[src/hw/rtl/fgdq_ram.sv]
`timescale 1ns / 1ps
// ---------------------------------------------------------------------------
// fgdq_ram
// Generic simple dual-port RAM: one write port, one registered read port.
// ---------------------------------------------------------------------------
module fgdq_ram #(
    parameter int WIDTH = 8,
    parameter int DEPTH = 16
) (
    input  logic                     i_clk,
    input  logic                     i_we,
    input  logic [$clog2(DEPTH)-1:0] i_waddr,
    input  logic [WIDTH-1:0]         i_wdata,
    input  logic [$clog2(DEPTH)-1:0] i_raddr,
    output logic [WIDTH-1:0]         o_rdata
);

    logic [WIDTH-1:0] r_mem [DEPTH];
    logic [WIDTH-1:0] r_rdata;

    always_ff @(posedge i_clk) begin
        if (i_we) begin
            r_mem[i_waddr] <= i_wdata;
        end
        r_rdata <= r_mem[i_raddr];
    end

    assign o_rdata = r_rdata;

endmodule

[config.mk]
export PLATFORM = sky130hd
export DESIGN_NAME = fgdq_ram
export DESIGN_NICKNAME = d
export VERILOG_FILES = /design/src/hw/rtl/fgdq_ram.sv
export SDC_FILE = /design/constraint.sdc
export NUM_CORES = 1
export LEC_CHECK = 0
export ABC_AREA = 0
export BUFFER_PORTS_ARGS = -buffer_cell sky130_fd_sc_hd__buf_2
export CAP_MARGIN = 5
export CORE_MARGIN = 4
export CORE_UTILIZATION = 60
export CTS_CLUSTER_DIAMETER = 60
export DETAILED_ROUTE_END_ITERATION = 10
export PLACE_DENSITY = 0.79
export SYNTH_ARGS = -nofsm -noshare
export SYNTH_HDL_FRONTEND = slang
export SYNTH_SLANG_ARGS = --single-unit
[constraint.sdc]
create_clock -name i_clk -period 3.3 [get_ports i_clk]
set_input_delay 0.99 -clock i_clk [delete_from_list [all_inputs] [get_ports i_clk]]
set_output_delay 0.99 -clock i_clk [all_outputs]
set_load 0.02 [all_outputs]
Word level (Yosys, flattened, before mapping)
Memory sizes are Yosys's and may differ from the RTL's. A register that Yosys moved wholly into a read port is not among the register bits.
Index checks and enable logic that the tools add are counted.
{ "classes": {"muxes": 2} }
{ "ops": {"columns": ["op", "count"], "rows": [
  ["$mux 1", 2]
]} }
{ "word_totals": {"regBits": 0, "ramBits": 128, "inputBits": 18, "out_inout_bits": 8, "wordCells": 3, "n_memories": 1} }
{ "memory_table": {"columns": ["memory", "words", "word_bits", "read_ports", "rd_clocked_by_memory_dff", "wr", "line", "rtl"], "rows": [
  ["r_mem", 16, 8, 1, 1, 1, "18", "logic [WIDTH-1:0] r_mem [DEPTH];"]
]} }

Depth between registers and ports, before layout
{ "depth": {"ltp_word": 2, "ltp_mapped": 5, "depth_no_buf": 3} }

Worst setup path before layout
OpenSTA, ideal clock, no wires.
{ "synth_timing": {"path_type": "input to register", "startpoint": "input port i_waddr[2]", "endpoint": "memory r_mem[0][0], enable pin", "setup_ns": 0.383, "arrival_time_ns": 2.100, "required_time_ns": 2.917, "setup_slack_ns": 0.817, "stages": 2, "n_path_buf": 0, "cell_sequence": "or3b_2 -> nor3_1"} }
{ "synth_lines": {"columns": ["element", "line", "rtl"], "rows": [
  ["from (decl)", "12", "input logic [$clog2(DEPTH)-1:0] i_waddr,"],
  ["to (decl)", "18", null]
]} }
No word-level cell before the write port.

==> impl_metrics.env <==
export IMPL_overflow=0
export IMPL_internal_power_w=0.00316
export IMPL_switching_share_pct=20.7
export IMPL_synth_xor_area_share_pct=0
export IMPL_dpl_worst_slack_ns=0.751
export IMPL_io_pins=26
export IMPL_ys_ff_latch=136
export IMPL_hp_class="reg2reg"
export IMPL_grt_pass1_vias=2660
export IMPL_path_clk_slew_ns=0.06
export IMPL_drc=0
export IMPL_finalNonFillerCells=397
export IMPL_cts_tree="yes"
export IMPL_cts_sinks=136
export IMPL_rsz0062_at_grt="false"
export IMPL_syn_inst=229
export IMPL_whs_endpoint="o_rdata[7]$_DFF_P_"
export IMPL_synth_compound_area_share_pct=2.33
export IMPL_reg2reg_depth=3
export IMPL_fillCellCount=457
export IMPL_clock_skew_ns=0.00717
export IMPL_port_buffers=25
export IMPL_fp_dieArea_um2=10100
export IMPL_setup_viol=0
export IMPL_synth_top_area_share_pct=74.7
export IMPL_clock_power_share_pct=46.5
export IMPL_maxClockFrequency_ghz=0.486
export IMPL_antenna_cells=0
export IMPL_period_share_pct=62.4
export IMPL_grtUsageTotal_pct=22.7
export IMPL_synth_common_cells="edfxtp_1, mux4_2, a22oi_1"
export IMPL_wl_per_cell_um=25.5
export IMPL_yosys_top_cells_area="edfxtp_1, mux4_2, mux4_1"
export IMPL_crit_start="i_raddr[0]"
export IMPL_grt_pass1_wl_mm=15.9
export IMPL_synth_area_um2=5150
export IMPL_status="finished clean"
export IMPL_critPathMaxFanout=16
export IMPL_rr_startpoint="r_mem[3][4]$_DFFE_PP_"
export IMPL_synth_simple_gate_area_share_pct=3.18
export IMPL_synthFlopType="edfxtp_1"
export IMPL_p_per_area_nw_per_um2=660
export IMPL_maxCapViolCount=0
export IMPL_numCtsBuffers=17
export IMPL_r2r_slack_ns=1.91
export IMPL_yosysWarnings=0
export IMPL_power_frac_comb_pct=4.7
export IMPL_hold_start="r_mem[12][7]$_DFFE_PP_"
export IMPL_muxShareOfSynthArea_pct=15.0
export IMPL_core_area_um2=8300
export IMPL_min_period_ns=2.06
export IMPL_async_reset_ff_share_pct=0
export IMPL_fp_dieH_um=101
export IMPL_grt_max_degree=30
export IMPL_criticalPathCategory="in2reg"
export IMPL_dp_cells=365
export IMPL_dieWidth_um=101
export IMPL_drive_above_1_share_pct=31.2
export IMPL_worstPathRequired_ns=3.68
export IMPL_syn_to_final_growth_pct=17.4
export IMPL_syn_avg_cell_area_um2=22.5
export IMPL_drtAntennaViolNets=0
export IMPL_rr_endpoint="o_rdata[4]$_DFF_P_"
export IMPL_drt_iter0_drc=203
export IMPL_place_congestion=0.787
export IMPL_cts_resized_gates=0
export IMPL_ctsHoldBuffers=0
export IMPL_arrival_ns=2.44
export IMPL_synth_top_family_by_area="multiplexers"
export IMPL_holdPathStages=3
export IMPL_insertion_delay_ns=0.52
export IMPL_clk_path_buf_depth=2
export IMPL_dr_total_vias=2491
export IMPL_ys_seq_area_share_pct=77.8
export IMPL_cts_root_buf="clkbuf_8"
export IMPL_start_kind="primary input"
export IMPL_synth_edf_count=128
export IMPL_wl_mm=10.1
export IMPL_fp_row_count=33
export IMPL_postCtsSetupBuffers=0
export IMPL_finalHoldViolCount=0
export IMPL_slew_headroom_pct=41.6
export IMPL_synth_distinct_cells=19
export IMPL_tightest_slew_ns=0.873
export IMPL_drt_first_pass_iters=4
export IMPL_p_leak_nw=2.06
export IMPL_setup_worst_path_end_class="register"
export IMPL_synthAdderAreaFrac_pct=0
export IMPL_synth_nets=247
export IMPL_setup_tns_ns=0
export IMPL_power_frac_seq_pct=48.8
export IMPL_vias_per_cell=6.27
export IMPL_dp_hpwl_mm=5.93
export IMPL_ctsHtreeMaxLevel=4
export IMPL_layout_setup_ws_ns=1.24
export IMPL_synth_top_area_cell="edfxtp_1"
export IMPL_slew_violations=0
export IMPL_fin_nets=297
export IMPL_initial_core_util_pct=62.0
export IMPL_worst_ir_drop_vdd_uv=369
export IMPL_antenna_found_initial=0
export IMPL_synth_most_common_cell="edfxtp_1"
export IMPL_p_switching_w=0.000824
==> per-layer routing <==
metal  track usage, %  wire (µm)  vias to the layer above
li1                 -          -                     1078
met4             8.60        188                        0
met2             35.1       5220                      123
met5                0          0                        -
met1             31.7       3930                     1275
met3             5.81        787                       15
==> worst max-delay path by stage <==
stage | endpoint | slack [ns]
after floorplan | r_mem[0][0]$_DFFE_PP_ | 0.82
after global placement | o_rdata[1]$_DFF_P_ | 0.78
after detailed placement | o_rdata[2]$_DFF_P_ | 0.75
after CTS | o_rdata[1] | 1.22
after global routing | o_rdata[1]$_DFF_P_ | 1.12
final | o_rdata[1]$_DFF_P_ | 1.24
==> power by group through the flow <==
stage,combinational (W),sequential [W],clock (W)
6_report,0.000187,0.00195,0.00185
4_1_cts,0.000190,0.00195,0.00188
5_1_grt,0.000203,0.00195,0.00197
2_1_floorplan,0.0000980,0.00199,0
3_3_place_gp,0.000182,0.00198,0
3_5_place_dp,0.000186,0.00198,0
==> through the flow <==
step	hold slack, ns	utilization [%]	total power [W]	cell area [µm²]
final	0.692	72.8	0.00399	6040
after global routing	0.715	72.8	0.00412	6040
after CTS	0.692	72.8	0.00401	6040
after detailed placement	0.662	65.7	0.00217	5450
after global placement	0.650	65.7	0.00216	5450
after floorplan	0.629	-	0.00209	5150
==> layout make-up <==
type	count	area, µm²	share of cell area [%]
Clock buffer	18	418	6.92
Clock inverter	14	175	2.90
Tap cell	105	131	2.17
Timing Repair Buffer	41	258	4.27
Sequential cell	136	4000	66.3
Multi-Input combinational cell	83	1060	17.5
==> sequential cells by signal (all words and copies together) (netlist names) <==
register	flops
o_rdata	8
r_mem	128
==> worst max-delay path: stages <==
cell and delay [ns]:
buf_2 0.26, buf_12 0.22, mux4_1 0.57, a22oi_1 0.28, nand2_1 0.11
==> cells by family (layout without fill, tap and decap cells) <==
| family | after synthesis | after routing |
|---|---|---|
| DFF | 136 | 136 |
| and+or+nand+nor | 35 | 35 |
| muxes | 32 | 32 |
| AOI/OAI and AO/OA | 16 | 16 |
| buffers and inverters | 10 | 73 |
==> cells in the final DEF, fill, tap and decap left out, drive strengths merged <==
cell type	instances
nor2b	1
dfxtp	8
nand2	9
nor3	4
clkinv	6
and2	1
nand3b	2
nor2	13
edfxtp	128
mux4	32
bufinv	3
nand2b	2
a22oi	16
clkinvlp	3
buf	41
or3b	1
nand3	1
clkbuf	18
and2b	1
inv	2
Note: power is estimated with default switching activity, not from simulation.
